--- config.mk ---
export PLATFORM = sky130hd
export DESIGN_NAME = calendar_date_arithmetic
export DESIGN_NICKNAME = d
export VERILOG_FILES = /design/src/sv/cda_pkg.sv /design/src/sv/calendar_date_arithmetic.sv /design/src/sv/cda_ctrl.sv /design/src/sv/cda_dp.sv
export SDC_FILE = /design/constraint.sdc
export NUM_CORES = 2
export LEC_CHECK = 0
export BUFFER_PORTS_ARGS = -buffer_cell sky130_fd_sc_hd__buf_2
export CAP_MARGIN = 25
export CORE_MARGIN = 2
export CORE_UTILIZATION = 65
export DETAILED_ROUTE_END_ITERATION = 10
export PLACE_DENSITY = 0.83
export SYNTH_ARGS = -nofsm -noshare
export SYNTH_HDL_FRONTEND = slang
export SYNTH_SLANG_ARGS = --single-unit
--- constraint.sdc ---
create_clock -name clk_i -period 7.93 [get_ports clk_i]
set_input_delay 0.3965 -clock clk_i [delete_from_list [all_inputs] [get_ports clk_i]]
set_output_delay 0.3965 -clock clk_i [all_outputs]
set_load 0.005 [all_outputs]
--- src/sv/cda_pkg.sv ---
// Shared types, codes and calendar helper functions for the date unit.
package cda_pkg;

  localparam logic [13:0] YearMax = 14'd9999;
  localparam logic [3:0]  MonthMax = 4'd12;

  // Operation codes.
  localparam logic [1:0] OP_ADD  = 2'd0;
  localparam logic [1:0] OP_SUB  = 2'd1;
  localparam logic [1:0] OP_DIST = 2'd2;
  localparam logic [1:0] OP_CMP  = 2'd3;

  // Status codes.
  localparam logic [1:0] ST_OK       = 2'd0;
  localparam logic [1:0] ST_BAD_DATE = 2'd1;
  localparam logic [1:0] ST_RANGE    = 2'd2;

  // Order codes.
  localparam logic [1:0] ORD_EQ     = 2'd0;
  localparam logic [1:0] ORD_BEFORE = 2'd1;
  localparam logic [1:0] ORD_AFTER  = 2'd2;

  // 5243 / 2^19 is slightly above 1/100 and exact enough for 14-bit years.
  localparam logic [26:0] Recip100 = 27'd5243;

  typedef struct packed {
    logic load;      // capture the accepted item
    logic pre;       // leap flags and century quotients
    logic eval;      // validity, ordinal days, year bases, walk setup
    logic sum;       // day numbers
    logic span;      // distance and order
    logic walk;      // one month step of add or subtract
    logic out_load;  // move the result into the output register
  } cda_cmd_t;

  typedef struct packed {
    logic need_walk;
    logic walk_end;
  } cda_sts_t;

  function automatic logic [26:0] recip100_mul(input logic [13:0] y);
    return {13'd0, y} * Recip100;
  endfunction

  function automatic logic [7:0] div100(input logic [13:0] y);
    logic [26:0] p;
    p = recip100_mul(y);
    return p[26:19];
  endfunction

  // A multiple of 100 leaves only 12*q in the low product bits; any other
  // value leaves at least 5243 there.
  function automatic logic is_leap(input logic [13:0] y);
    logic [26:0] p;
    logic        by100;
    p     = recip100_mul(y);
    by100 = (p[18:0] < 19'd4096);
    return (y[1:0] == 2'b00) && (!by100 || (p[20:19] == 2'b00));
  endfunction

  function automatic logic [4:0] month_len(input logic [3:0] m, input logic leap);
    logic [4:0] len;
    case (m)
      4'd2:                     len = leap ? 5'd29 : 5'd28;
      4'd4, 4'd6, 4'd9, 4'd11:  len = 5'd30;
      default:                  len = 5'd31;
    endcase
    return len;
  endfunction

  function automatic logic [8:0] days_before(input logic [3:0] m);
    logic [8:0] n;
    case (m)
      4'd2:    n = 9'd31;
      4'd3:    n = 9'd59;
      4'd4:    n = 9'd90;
      4'd5:    n = 9'd120;
      4'd6:    n = 9'd151;
      4'd7:    n = 9'd181;
      4'd8:    n = 9'd212;
      4'd9:    n = 9'd243;
      4'd10:   n = 9'd273;
      4'd11:   n = 9'd304;
      4'd12:   n = 9'd334;
      default: n = 9'd0;
    endcase
    return n;
  endfunction

  function automatic logic [8:0] ordinal(input logic [3:0] m, input logic [4:0] d,
                                         input logic leap);
    logic bump;
    bump = leap && (m > 4'd2);
    return days_before(m) + {8'd0, bump} + {4'd0, d};
  endfunction

  function automatic logic date_ok(input logic [13:0] y, input logic [3:0] m,
                                   input logic [4:0] d, input logic leap);
    return (y >= 14'd1) && (y <= YearMax) && (m >= 4'd1) && (m <= MonthMax) &&
           (d >= 5'd1) && (d <= month_len(m, leap));
  endfunction

  // Days contributed by all years before y, plus 365: 365*y + p/4 - p/100 + p/400.
  function automatic logic [21:0] year_base(input logic [13:0] y, input logic [7:0] q);
    logic [13:0] p;
    p = y - 14'd1;
    return ({8'd0, y} * 22'd365) + {10'd0, p[13:2]} - {14'd0, q} + {16'd0, q[7:2]};
  endfunction

endpackage

--- src/sv/calendar_date_arithmetic.sv ---
// Top level of the Gregorian date unit: add, subtract, distance and compare.
//
// Input channel: in_valid_i/in_ready_o with op, date A, date B and a day count.
// Output channel: out_valid_o/out_ready_i with the result date, distance,
// day of year of A, order and status. One result item per input item.
// Ready on the input is high only while no item is in work; one item is
// processed at a time. The finished result sits in an output register, so
// the next item is taken while that result still waits for the receiver.
// After acceptance an item passes the pre, eval, sum and distance states.
// Add and subtract then enter the month walk, one month per cycle; distance,
// compare and failed items go straight to the final state. The result of an
// add or subtract with a count of 65535 lies up to about 2160 months from A.
// If the receiver stalls, a finished item waits in its final state until
// the output register is free; no result is ever dropped.
// Reset empties the pipeline and clears the output valid flag; there is no
// other state to restore.
module calendar_date_arithmetic (
  input  logic        clk_i,
  input  logic        rst_ni,
  input  logic        in_valid_i,
  output logic        in_ready_o,
  input  logic [1:0]  op_i,
  input  logic [13:0] year_a_i,
  input  logic [3:0]  month_a_i,
  input  logic [4:0]  day_a_i,
  input  logic [13:0] year_b_i,
  input  logic [3:0]  month_b_i,
  input  logic [4:0]  day_b_i,
  input  logic [15:0] day_count_i,
  output logic        out_valid_o,
  input  logic        out_ready_i,
  output logic [13:0] res_year_o,
  output logic [3:0]  res_month_o,
  output logic [4:0]  res_day_o,
  output logic [21:0] distance_o,
  output logic [8:0]  day_of_year_o,
  output logic [1:0]  order_o,
  output logic [1:0]  status_o
);
  import cda_pkg::*;

  cda_cmd_t cmd;
  cda_sts_t sts;

  cda_ctrl u_ctrl (
    .clk_i       (clk_i),
    .rst_ni      (rst_ni),
    .in_valid_i  (in_valid_i),
    .in_ready_o  (in_ready_o),
    .out_valid_o (out_valid_o),
    .out_ready_i (out_ready_i),
    .sts_i       (sts),
    .cmd_o       (cmd)
  );

  cda_dp u_dp (
    .clk_i         (clk_i),
    .rst_ni        (rst_ni),
    .cmd_i         (cmd),
    .sts_o         (sts),
    .op_i          (op_i),
    .year_a_i      (year_a_i),
    .month_a_i     (month_a_i),
    .day_a_i       (day_a_i),
    .year_b_i      (year_b_i),
    .month_b_i     (month_b_i),
    .day_b_i       (day_b_i),
    .day_count_i   (day_count_i),
    .res_year_o    (res_year_o),
    .res_month_o   (res_month_o),
    .res_day_o     (res_day_o),
    .distance_o    (distance_o),
    .day_of_year_o (day_of_year_o),
    .order_o       (order_o),
    .status_o      (status_o)
  );

endmodule

--- src/sv/cda_ctrl.sv ---
// Sequencing state machine of the date unit.
module cda_ctrl (
  input  logic              clk_i,
  input  logic              rst_ni,
  input  logic              in_valid_i,
  output logic              in_ready_o,
  output logic              out_valid_o,
  input  logic              out_ready_i,
  input  cda_pkg::cda_sts_t sts_i,
  output cda_pkg::cda_cmd_t cmd_o
);
  import cda_pkg::*;

  typedef enum logic [2:0] {
    S_IDLE,
    S_PRE,
    S_EVAL,
    S_SUM,
    S_DIST,
    S_WALK,
    S_FINISH
  } state_e;

  state_e state_q;
  logic   out_valid_q;
  logic   out_free;

  assign out_free    = !out_valid_q || out_ready_i;
  assign in_ready_o  = (state_q == S_IDLE);
  assign out_valid_o = out_valid_q;

  always_comb begin
    cmd_o          = '0;
    cmd_o.load     = (state_q == S_IDLE) && in_valid_i;
    cmd_o.pre      = (state_q == S_PRE);
    cmd_o.eval     = (state_q == S_EVAL);
    cmd_o.sum      = (state_q == S_SUM);
    cmd_o.span     = (state_q == S_DIST);
    cmd_o.walk     = (state_q == S_WALK);
    cmd_o.out_load = (state_q == S_FINISH) && out_free;
  end

  always_ff @(posedge clk_i or negedge rst_ni) begin
    if (!rst_ni) begin
      state_q     <= S_IDLE;
      out_valid_q <= 1'b0;
    end else begin
      if (cmd_o.out_load) begin
        out_valid_q <= 1'b1;
      end else if (out_ready_i) begin
        out_valid_q <= 1'b0;
      end
      case (state_q)
        S_IDLE: begin
          if (in_valid_i) state_q <= S_PRE;
        end
        S_PRE:  state_q <= S_EVAL;
        S_EVAL: state_q <= S_SUM;
        S_SUM:  state_q <= S_DIST;
        S_DIST: state_q <= sts_i.need_walk ? S_WALK : S_FINISH;
        S_WALK: begin
          if (sts_i.walk_end) state_q <= S_FINISH;
        end
        S_FINISH: begin
          if (out_free) state_q <= S_IDLE;
        end
        default: state_q <= S_IDLE;
      endcase
    end
  end

  a_accept_starts : assert property (@(posedge clk_i) disable iff (!rst_ni)
    in_valid_i && in_ready_o |=> state_q == S_PRE)
    else $error("accepted item did not start processing");

  a_finish_delivers : assert property (@(posedge clk_i) disable iff (!rst_ni)
    state_q == S_FINISH && out_free |=> out_valid_o && state_q == S_IDLE)
    else $error("finished item was not presented");

  a_walk_only_when_needed : assert property (@(posedge clk_i) disable iff (!rst_ni)
    state_q == S_DIST && !sts_i.need_walk |=> state_q == S_FINISH)
    else $error("month walk entered for an item that needs none");

endmodule

--- src/sv/cda_dp.sv ---
// Datapath of the date unit: validity, day numbers, month walk and result register.
module cda_dp (
  input  logic              clk_i,
  input  logic              rst_ni,
  input  cda_pkg::cda_cmd_t cmd_i,
  output cda_pkg::cda_sts_t sts_o,
  input  logic [1:0]        op_i,
  input  logic [13:0]       year_a_i,
  input  logic [3:0]        month_a_i,
  input  logic [4:0]        day_a_i,
  input  logic [13:0]       year_b_i,
  input  logic [3:0]        month_b_i,
  input  logic [4:0]        day_b_i,
  input  logic [15:0]       day_count_i,
  output logic [13:0]       res_year_o,
  output logic [3:0]        res_month_o,
  output logic [4:0]        res_day_o,
  output logic [21:0]       distance_o,
  output logic [8:0]        day_of_year_o,
  output logic [1:0]        order_o,
  output logic [1:0]        status_o
);
  import cda_pkg::*;

  // Captured item.
  logic [1:0]  op_q;
  logic [13:0] ya_q, yb_q;
  logic [3:0]  ma_q, mb_q;
  logic [4:0]  da_q, db_q;
  logic [15:0] cnt_q;

  // Intermediate values.
  logic        leap_a_q, leap_b_q;
  logic [7:0]  qa_q, qb_q;
  logic        a_ok_q, b_ok_q;
  logic [8:0]  doy_a_q, doy_b_q;
  logic [21:0] base_a_q, base_b_q;
  logic [21:0] na_q, nb_q;
  logic [21:0] dist_q;
  logic [1:0]  ord_q;

  // Month walk.
  logic [13:0]        walk_y_q;
  logic [3:0]         walk_m_q;
  logic signed [17:0] walk_d_q;
  logic               walk_leap_q;
  logic               ovf_q;

  // Result register.
  logic [13:0] res_year_q;
  logic [3:0]  res_month_q;
  logic [4:0]  res_day_q;
  logic [21:0] distance_q;
  logic [8:0]  doy_q;
  logic [1:0]  order_q;
  logic [1:0]  status_q;

  logic               is_sub, bad;
  logic [4:0]         cur_len, prev_len;
  logic [3:0]         prev_m;
  logic signed [17:0] cur_len_s, prev_len_s;
  logic               fwd_more, back_more, ovf_add, ovf_sub, walk_end;
  logic [22:0]        key_a, key_b;
  logic [1:0]         status_d;
  logic               take_walk;
  logic [21:0]        distance_d;

  assign is_sub     = (op_q == OP_SUB);
  assign bad        = !a_ok_q || (op_q[1] && !b_ok_q);

  assign cur_len    = month_len(walk_m_q, walk_leap_q);
  assign prev_m     = (walk_m_q == 4'd1) ? MonthMax : walk_m_q - 4'd1;
  // The year only changes between December and January, so the leap flag
  // of the walk year is always current by the time February is reached.
  assign prev_len   = month_len(prev_m, walk_leap_q);
  assign cur_len_s  = signed'({13'd0, cur_len});
  assign prev_len_s = signed'({13'd0, prev_len});

  assign fwd_more   = walk_d_q > cur_len_s;
  assign back_more  = walk_d_q < 18'sd1;
  assign ovf_add    = fwd_more && (walk_m_q == MonthMax) && (walk_y_q == YearMax);
  assign ovf_sub    = back_more && (walk_m_q == 4'd1) && (walk_y_q == 14'd1);
  assign walk_end   = is_sub ? (!back_more || ovf_sub) : (!fwd_more || ovf_add);

  assign sts_o.need_walk = !bad && !op_q[1];
  assign sts_o.walk_end  = walk_end;

  assign key_a = {ya_q, ma_q, da_q};
  assign key_b = {yb_q, mb_q, db_q};

  always_comb begin
    if (bad) begin
      status_d = ST_BAD_DATE;
    end else if (!op_q[1] && ovf_q) begin
      status_d = ST_RANGE;
    end else begin
      status_d = ST_OK;
    end
  end

  assign take_walk  = (status_d == ST_OK) && !op_q[1];
  assign distance_d = (status_d == ST_OK && op_q == OP_DIST) ? dist_q : '0;

  always_ff @(posedge clk_i) begin
    if (cmd_i.load) begin
      op_q  <= op_i;
      ya_q  <= year_a_i;
      ma_q  <= month_a_i;
      da_q  <= day_a_i;
      yb_q  <= year_b_i;
      mb_q  <= month_b_i;
      db_q  <= day_b_i;
      cnt_q <= day_count_i;
    end

    if (cmd_i.pre) begin
      leap_a_q <= is_leap(ya_q);
      leap_b_q <= is_leap(yb_q);
      qa_q     <= div100(ya_q - 14'd1);
      qb_q     <= div100(yb_q - 14'd1);
    end

    if (cmd_i.eval) begin
      a_ok_q      <= date_ok(ya_q, ma_q, da_q, leap_a_q);
      b_ok_q      <= date_ok(yb_q, mb_q, db_q, leap_b_q);
      doy_a_q     <= ordinal(ma_q, da_q, leap_a_q);
      doy_b_q     <= ordinal(mb_q, db_q, leap_b_q);
      base_a_q    <= year_base(ya_q, qa_q);
      base_b_q    <= year_base(yb_q, qb_q);
      walk_y_q    <= ya_q;
      walk_m_q    <= ma_q;
      walk_leap_q <= leap_a_q;
      ovf_q       <= 1'b0;
      if (is_sub) begin
        walk_d_q <= signed'({13'd0, da_q} - {2'd0, cnt_q});
      end else begin
        walk_d_q <= signed'({13'd0, da_q} + {2'd0, cnt_q});
      end
    end

    if (cmd_i.sum) begin
      na_q <= base_a_q + {13'd0, doy_a_q};
      nb_q <= base_b_q + {13'd0, doy_b_q};
    end

    if (cmd_i.span) begin
      dist_q <= (na_q >= nb_q) ? (na_q - nb_q) : (nb_q - na_q);
      if (key_a == key_b) begin
        ord_q <= ORD_EQ;
      end else if (key_a < key_b) begin
        ord_q <= ORD_BEFORE;
      end else begin
        ord_q <= ORD_AFTER;
      end
    end

    if (cmd_i.walk) begin
      walk_leap_q <= is_leap(walk_y_q);
      ovf_q       <= is_sub ? ovf_sub : ovf_add;
      if (!walk_end) begin
        if (is_sub) begin
          walk_d_q <= walk_d_q + prev_len_s;
          walk_m_q <= prev_m;
          if (walk_m_q == 4'd1) walk_y_q <= walk_y_q - 14'd1;
        end else begin
          walk_d_q <= walk_d_q - cur_len_s;
          if (walk_m_q == MonthMax) begin
            walk_m_q <= 4'd1;
            walk_y_q <= walk_y_q + 14'd1;
          end else begin
            walk_m_q <= walk_m_q + 4'd1;
          end
        end
      end
    end

    if (cmd_i.out_load) begin
      res_year_q  <= take_walk ? walk_y_q : ya_q;
      res_month_q <= take_walk ? walk_m_q : ma_q;
      res_day_q   <= take_walk ? walk_d_q[4:0] : da_q;
      distance_q  <= distance_d;
      doy_q       <= a_ok_q ? doy_a_q : '0;
      order_q     <= (status_d == ST_OK && op_q == OP_CMP) ? ord_q : ORD_EQ;
      status_q    <= status_d;
    end
  end

  assign res_year_o    = res_year_q;
  assign res_month_o   = res_month_q;
  assign res_day_o     = res_day_q;
  assign distance_o    = distance_q;
  assign day_of_year_o = doy_q;
  assign order_o       = order_q;
  assign status_o      = status_q;

  a_range_only_walk : assert property (@(posedge clk_i) disable iff (!rst_ni)
    cmd_i.out_load && status_d == ST_RANGE |-> !op_q[1])
    else $error("range status given for an operation without a walk");

  a_walk_month_legal : assert property (@(posedge clk_i) disable iff (!rst_ni)
    cmd_i.walk |-> walk_m_q >= 4'd1 && walk_m_q <= MonthMax)
    else $error("walk month left 1..12");

  a_distance_only_ok : assert property (@(posedge clk_i) disable iff (!rst_ni)
    cmd_i.out_load && distance_d != '0 |-> op_q == OP_DIST && status_d == ST_OK)
    else $error("nonzero distance for an item that is not a good distance");

endmodule
Word level (Yosys, flattened, before mapping). Memory sizes are Yosys's and may differ from the RTL's. A register that Yosys moved wholly into a read port is not among the register bits. Index checks and enable logic that the tools add are counted.

Flip-flop bits (word level): 314. ROM bits: 288. Input bits: 68. Output and inout bits: 60. Word-level logic and storage cells: 236. Memories: 2.

Add/sub/neg operators: 24. Multiply operators: 7. Magnitude comparators: 21. Equal/unequal tests: 37. Mux-type cells: 50. Reduce and logical (&&, ||, !) cells: 59.

Memory list: (name not given) (depth 16, width 9, rd ports 1, clocked after Yosys merged registers in 1, wr ports 0, line cda_pkg.sv:73) `case (m)`; (name not given) (depth 16, width 9, rd ports 1, clocked after Yosys merged registers in 1, wr ports 0, line cda_pkg.sv:73).

Operator list (count): 14-bit two-way mux (7); 18-bit two-way mux (5); 14-bit by 13-bit multiplier with 21-bit output (second input constant) (3); 19-bit by 13-bit < comparator with 1-bit output (second input constant) (3); 14-bit by 13-bit multiplier with 27-bit output (second input constant) (2); 22-bit by 12-bit adder with 22-bit output (2); 22-bit by 6-bit adder with 22-bit output (2); 22-bit by 9-bit adder with 22-bit output (2); 14-bit by 9-bit multiplier with 22-bit output (second input constant) (2); 22-bit subtractor (2); 22-bit by 8-bit subtractor with 22-bit output (2); 14-bit by 1-bit subtractor with 14-bit output (second input constant) (3); 5-bit case mux with 2 select lines (4); 4-bit == test (second input constant) (9); 4-bit two-way mux (9); 4-bit by 3-bit == test with 1-bit output (second input constant) (8); 14-bit by 1-bit greater-or-equal comparator with 1-bit output (second input constant) (2); 14-bit less-or-equal comparator (second input constant) (2); 1-bit logical AND (27); 23-bit == test (1); 23-bit < comparator (1); 22-bit greater-or-equal comparator (1); 22-bit two-way mux (1); 3-bit case mux with 7 select lines (1); 39 further kinds (97).

Logic depth before layout (Yosys ltp).
Word-level depth: 10. Depth in mapped cells: 29. Depth with buffers taken out: 29.

Cells and area by module. A second synthesis with hierarchy kept.

Cells, all modules: 4135. Area, all modules: 41606.2 sq um.

Modules (own cells, without submodules): cda_dp (times used 1, cells an instance 4104, area each 41295.9 sq um, sequential area each 9308.9 sq um); cda_ctrl (times used 1, cells an instance 31, area each 310.3 sq um, sequential area each 100.1 sq um).

Worst setup path after synthesis. No wires, ideal clock.

Kind: register to register. Start point: register u_dp.yb_q[2]. End point: register u_dp.qb_q[7], data pin. Setup time: 0.271 ns. Arrival: 6.951 ns. Data required time: 7.659 ns. Path slack: 0.708 ns. Cell stages (with the launch flop): 25. Path buffers: 0. Clock period less this slack: 7.222 ns. Cell sequence: edfxtp_1 > inv_1 > ha_1 > a21boi_0 > o21ai_0 > a31oi_1 > o211a_1 > xnor2_1 > fa_1 > ha_1 > fa_1 > inv_1 > fa_1 > fa_1 > inv_1 > ha_1 > a21oi_1 > o21ai_0 > a21oi_1 > o21ai_0 > nor3_1 > o21ai_1 > and4_1 > a2111oi_0 > xnor2_1.

Cells in the longest elaborated chain, start to end: 2.

RTL lines: start: declaration (line cda_dp.sv:27) `logic [13:0] ya_q, yb_q;`; start signal: assignment (line cda_dp.sv:110) `yb_q <= year_b_i;`; 14-bit by 1-bit subtractor with 14-bit output (line cda_dp.sv:120) `qb_q <= div100(yb_q - 14'd1);`; 14-bit by 13-bit multiplier with 27-bit output (line cda_pkg.sv:42) `return {13'd0, y} * Recip100;`; end signal: assignment (line cda_dp.sv:120); end: declaration (line cda_dp.sv:34) `logic [7:0] qa_q, qb_q;`.

Every way passes these cells. A chain may end at the register's enable or synchronous reset.

Final worst setup path. Same ends and word-level chain as after synthesis.

==> impl_metrics.csv <==
group,metric,value,unit
synthesis,synth.most_common_cell,"inv_1",
synthesis,synth_top_cell_by_area,"fa_1",
synthesis,async_flop_share,1.205,%
sta,finalClockSkew,0.02017,ns
cells_and_area,nets,5612,
floorplanning,core,0.06320,sq mm
floorplanning,die_area,0.06609,sq mm
grt,grt-ovfl-total,0,
route,drt_iter0_drc,2802,
setup_path,path_max_fanout,10,
floorplanning,die_x,257.1,um
sta,min_period,7.497,ns
grt,grt_pass1_vias,31340,
synthesis,synth_edf_count,274,
placed_design,hpwl,82.33,mm
route,ant_nets,0,
synthesis,synthTopCellsByArea,"fa_1 23%, ha_1 22%, edfxtp_1 20%",
placed_design,place.gp.congestion,0.9658,
floorplanning,die_h,257.1,um
cts,htree_levels,2,
sta,whs,0.009207,ns
setup_path,path_class,"reg2reg",
cells_and_area,syn2layout_area_growth,8.773,%
floorplanning,start_util,65.87,%
cells_and_area,drive_gt1_share,6.813,%
route,avgViaCountPerCell,5.785,
route,vias,30120,
outcome,outcome,"completed",
sta,worstMarginPinSlew,1.126,ns
sta,slew_viol_final,0,
synthesis,synth_top_area_share,22.55,%
setup_path,crit_arrival,7.82,ns
floorplanning,core.rowCount,92,
synthesis,ys_top_cells_by_count,"976 x inv_1, 748 x ha_1, 469 x fa_1",
cts,clk_latency,0.59,ns
synthesis,synth_ff_type,"edfxtp_1",
placed_design,placed_area,0.04356,sq mm
synthesis,syn_area,0.04163,sq mm
route,wl,102.8,mm
job,drv_cap,0,
grt,grt_max_degree,78,
grt,grt_usage,31.72,%
route,firstDrtPassIters,6,
setup_path,worstSetupEndpointType,"register",
setup_path,crit_required,8.25,ns
cts,path_clk_slew,0.06,ns
cts,cts_inserted_buffers,40,
synthesis,ys_ff_latch,332,
synthesis,synthCells,4122,
cts,cts_tree,"yes",
cts,cts.path.max_buffers,3,
sta,clock.fmax,133.4,MHz
sta,post-route-period-util,94.53,%
sta,max-slew-margin-rel,24.65,%
grt,antenna_found_initial,0,
sta,setup_viol,0,
grt,grt_pass1_wl,165.7,mm
route,route.detailed.drc,0,
min_path,whs_path_depth,1,
synthesis,yosysUniqueCellTypes,81,
min_path,hp-class,"in2reg",
floorplanning,boundaryPins,128,
synthesis,seq_area_frac_synth,22.60,%
route,wl_per_cell,19.76,um
sta,hold_viol,0,
cts,cts-root-buf,"clkbuf_16",
setup_path,startpoint_type,"register",
setup_path,reg2reg_depth,27,
synthesis,syn_avg_cell_area,10.10,sq um
cells_and_area,n_fill_cell,4418,
placed_design,io_buffers,127,
cts,numClockSinks,332,
cells_and_area,design_area,0.04528,sq mm
synthesis,syn-num-nets,5407,
synthesis,yosys_warnings,0,
## flip-flops by register name (all words and copies together) (netlist names), 16 cells and up, named ones only
| name | cells |
|---|---|
| u_dp.distance_o | 22 |
| u_dp.na_q | 22 |
| u_dp.cnt_q | 16 |
| u_dp.base_a_q | 22 |
| u_dp.base_b_q | 22 |
| u_dp.walk_d_q | 18 |
| u_dp.nb_q | 22 |
| u_dp.dist_q | 22 |
## worst paths after layout
| path | start | endpoint | slack, ns |
|---|---|---|---|
| worst max-delay path | u_dp.yb_q[2] | u_dp.qb_q[7] | 0.43 |
| worst min-delay path | year_b_i[4] | u_dp.yb_q[4] | 0.009 |
| worst max register to register | u_dp.yb_q[2] | u_dp.qb_q[7] | 0.43 |
| worst min register to register | u_dp.dist_q[14] | u_dp.distance_o[14] | 0.52 |
| max in group asynchronous | rst_ni | u_ctrl.state_q[0] | 7.59 |
| min in group asynchronous | rst_ni | u_ctrl.out_valid_o | 0.20 |
## cell type report
| cell class | count | area (sq um) | area share [%] |
|---|---|---|---|
| Antenna cell | 1 | 2.502 | 0.005526 |
| Clock buffer | 47 | 1037 | 2.291 |
| Clock inverter | 27 | 257.7 | 0.5692 |
| Inverter | 976 | 3670 | 8.104 |
| Multi-Input combinational cell | 2749 | 28320 | 62.55 |
| Sequential cell | 332 | 9409 | 20.78 |
| Tap cell | 846 | 1059 | 2.338 |
| Timing Repair Buffer | 228 | 1525 | 3.368 |
## layer usage
layer	vias up	routed length [um]	global-route usage [%]
li1	13980	-	-
met1	14630	42660	42.57
met2	1259	48120	52.13
met3	249	8117	5.122
met4	0	3945	11.69
met5	-	0	0
## cells by family after synthesis
logic type               Yosys count  synth area share, %
AO/OA/AOI/OAI                    659                10.10
multiplexers                      38               0.9407
flip-flops                       332                22.60
buffers and inverters           1041                9.503
adder cells (fa/ha/maj)         1217                45.03
XOR/XNOR                         208                4.376
AND/OR/NAND/NOR                  627                7.442
## through the flow
step	setup slack, ns	cells	util [%]	setup TNS, ns
global placement	0.5390	5088	68.83	0
finish	0.4335	5206	71.65	0
detailed placement	0.4288	5091	68.92	0
floorplan	0.7079	4122	-	0
CTS	0.3731	5202	71.56	0
global route	-0.01700	5205	71.65	-0.01700
## what timing repair did
item,4_1_cts,5_1_grt
endpoints found under the setup margin,0,3
setup buffers,0,0
hold buffers,37,1
gates resized for setup,0,6
endpoints found under the hold margin,40,1
## critical path, cell delays in order (launching register included)
cell	delay, ns
edfxtp_1	0.41
inv_1	0.43
ha_1	0.23
o21ai_0	0.14
nand2_1	0.13
nand3_1	0.12
a21boi_0	0.41
nand2_1	0.16
xnor2_1	0.35
inv_1	0.13
fa_1	0.50
inv_1	0.06
ha_1	0.31
fa_1	0.48
fa_1	0.54
inv_1	0.06
fa_1	0.52
inv_1	0.05
ha_1	0.19
a21oi_1	0.27
o21ai_0	0.14
a21oi_1	0.15
o21ai_0	0.10
nor3_1	0.36
o21ai_1	0.19
and4_1	0.24
a2111oi_0	0.47
xnor2_1	0.11
## cell usage in the layout, fill, tap and decap left out, drive strengths merged, types with 65 or more instances in the layout
master / synthesis / final
a21o: 79 / 79
a21oi: 180 / 180
buf: 20 / 190
edfxtp: 274 / 274
fa: 469 / 469
ha: 748 / 748
inv: 976 / 978
nand2: 161 / 161
nor2: 148 / 148
o21ai: 160 / 160
xnor2: 143 / 143
xor2: 65 / 65
Power is left out: the tool's default activity adds up to more than one toggle a clock period on the data nets, which glitch-free logic cannot reach.
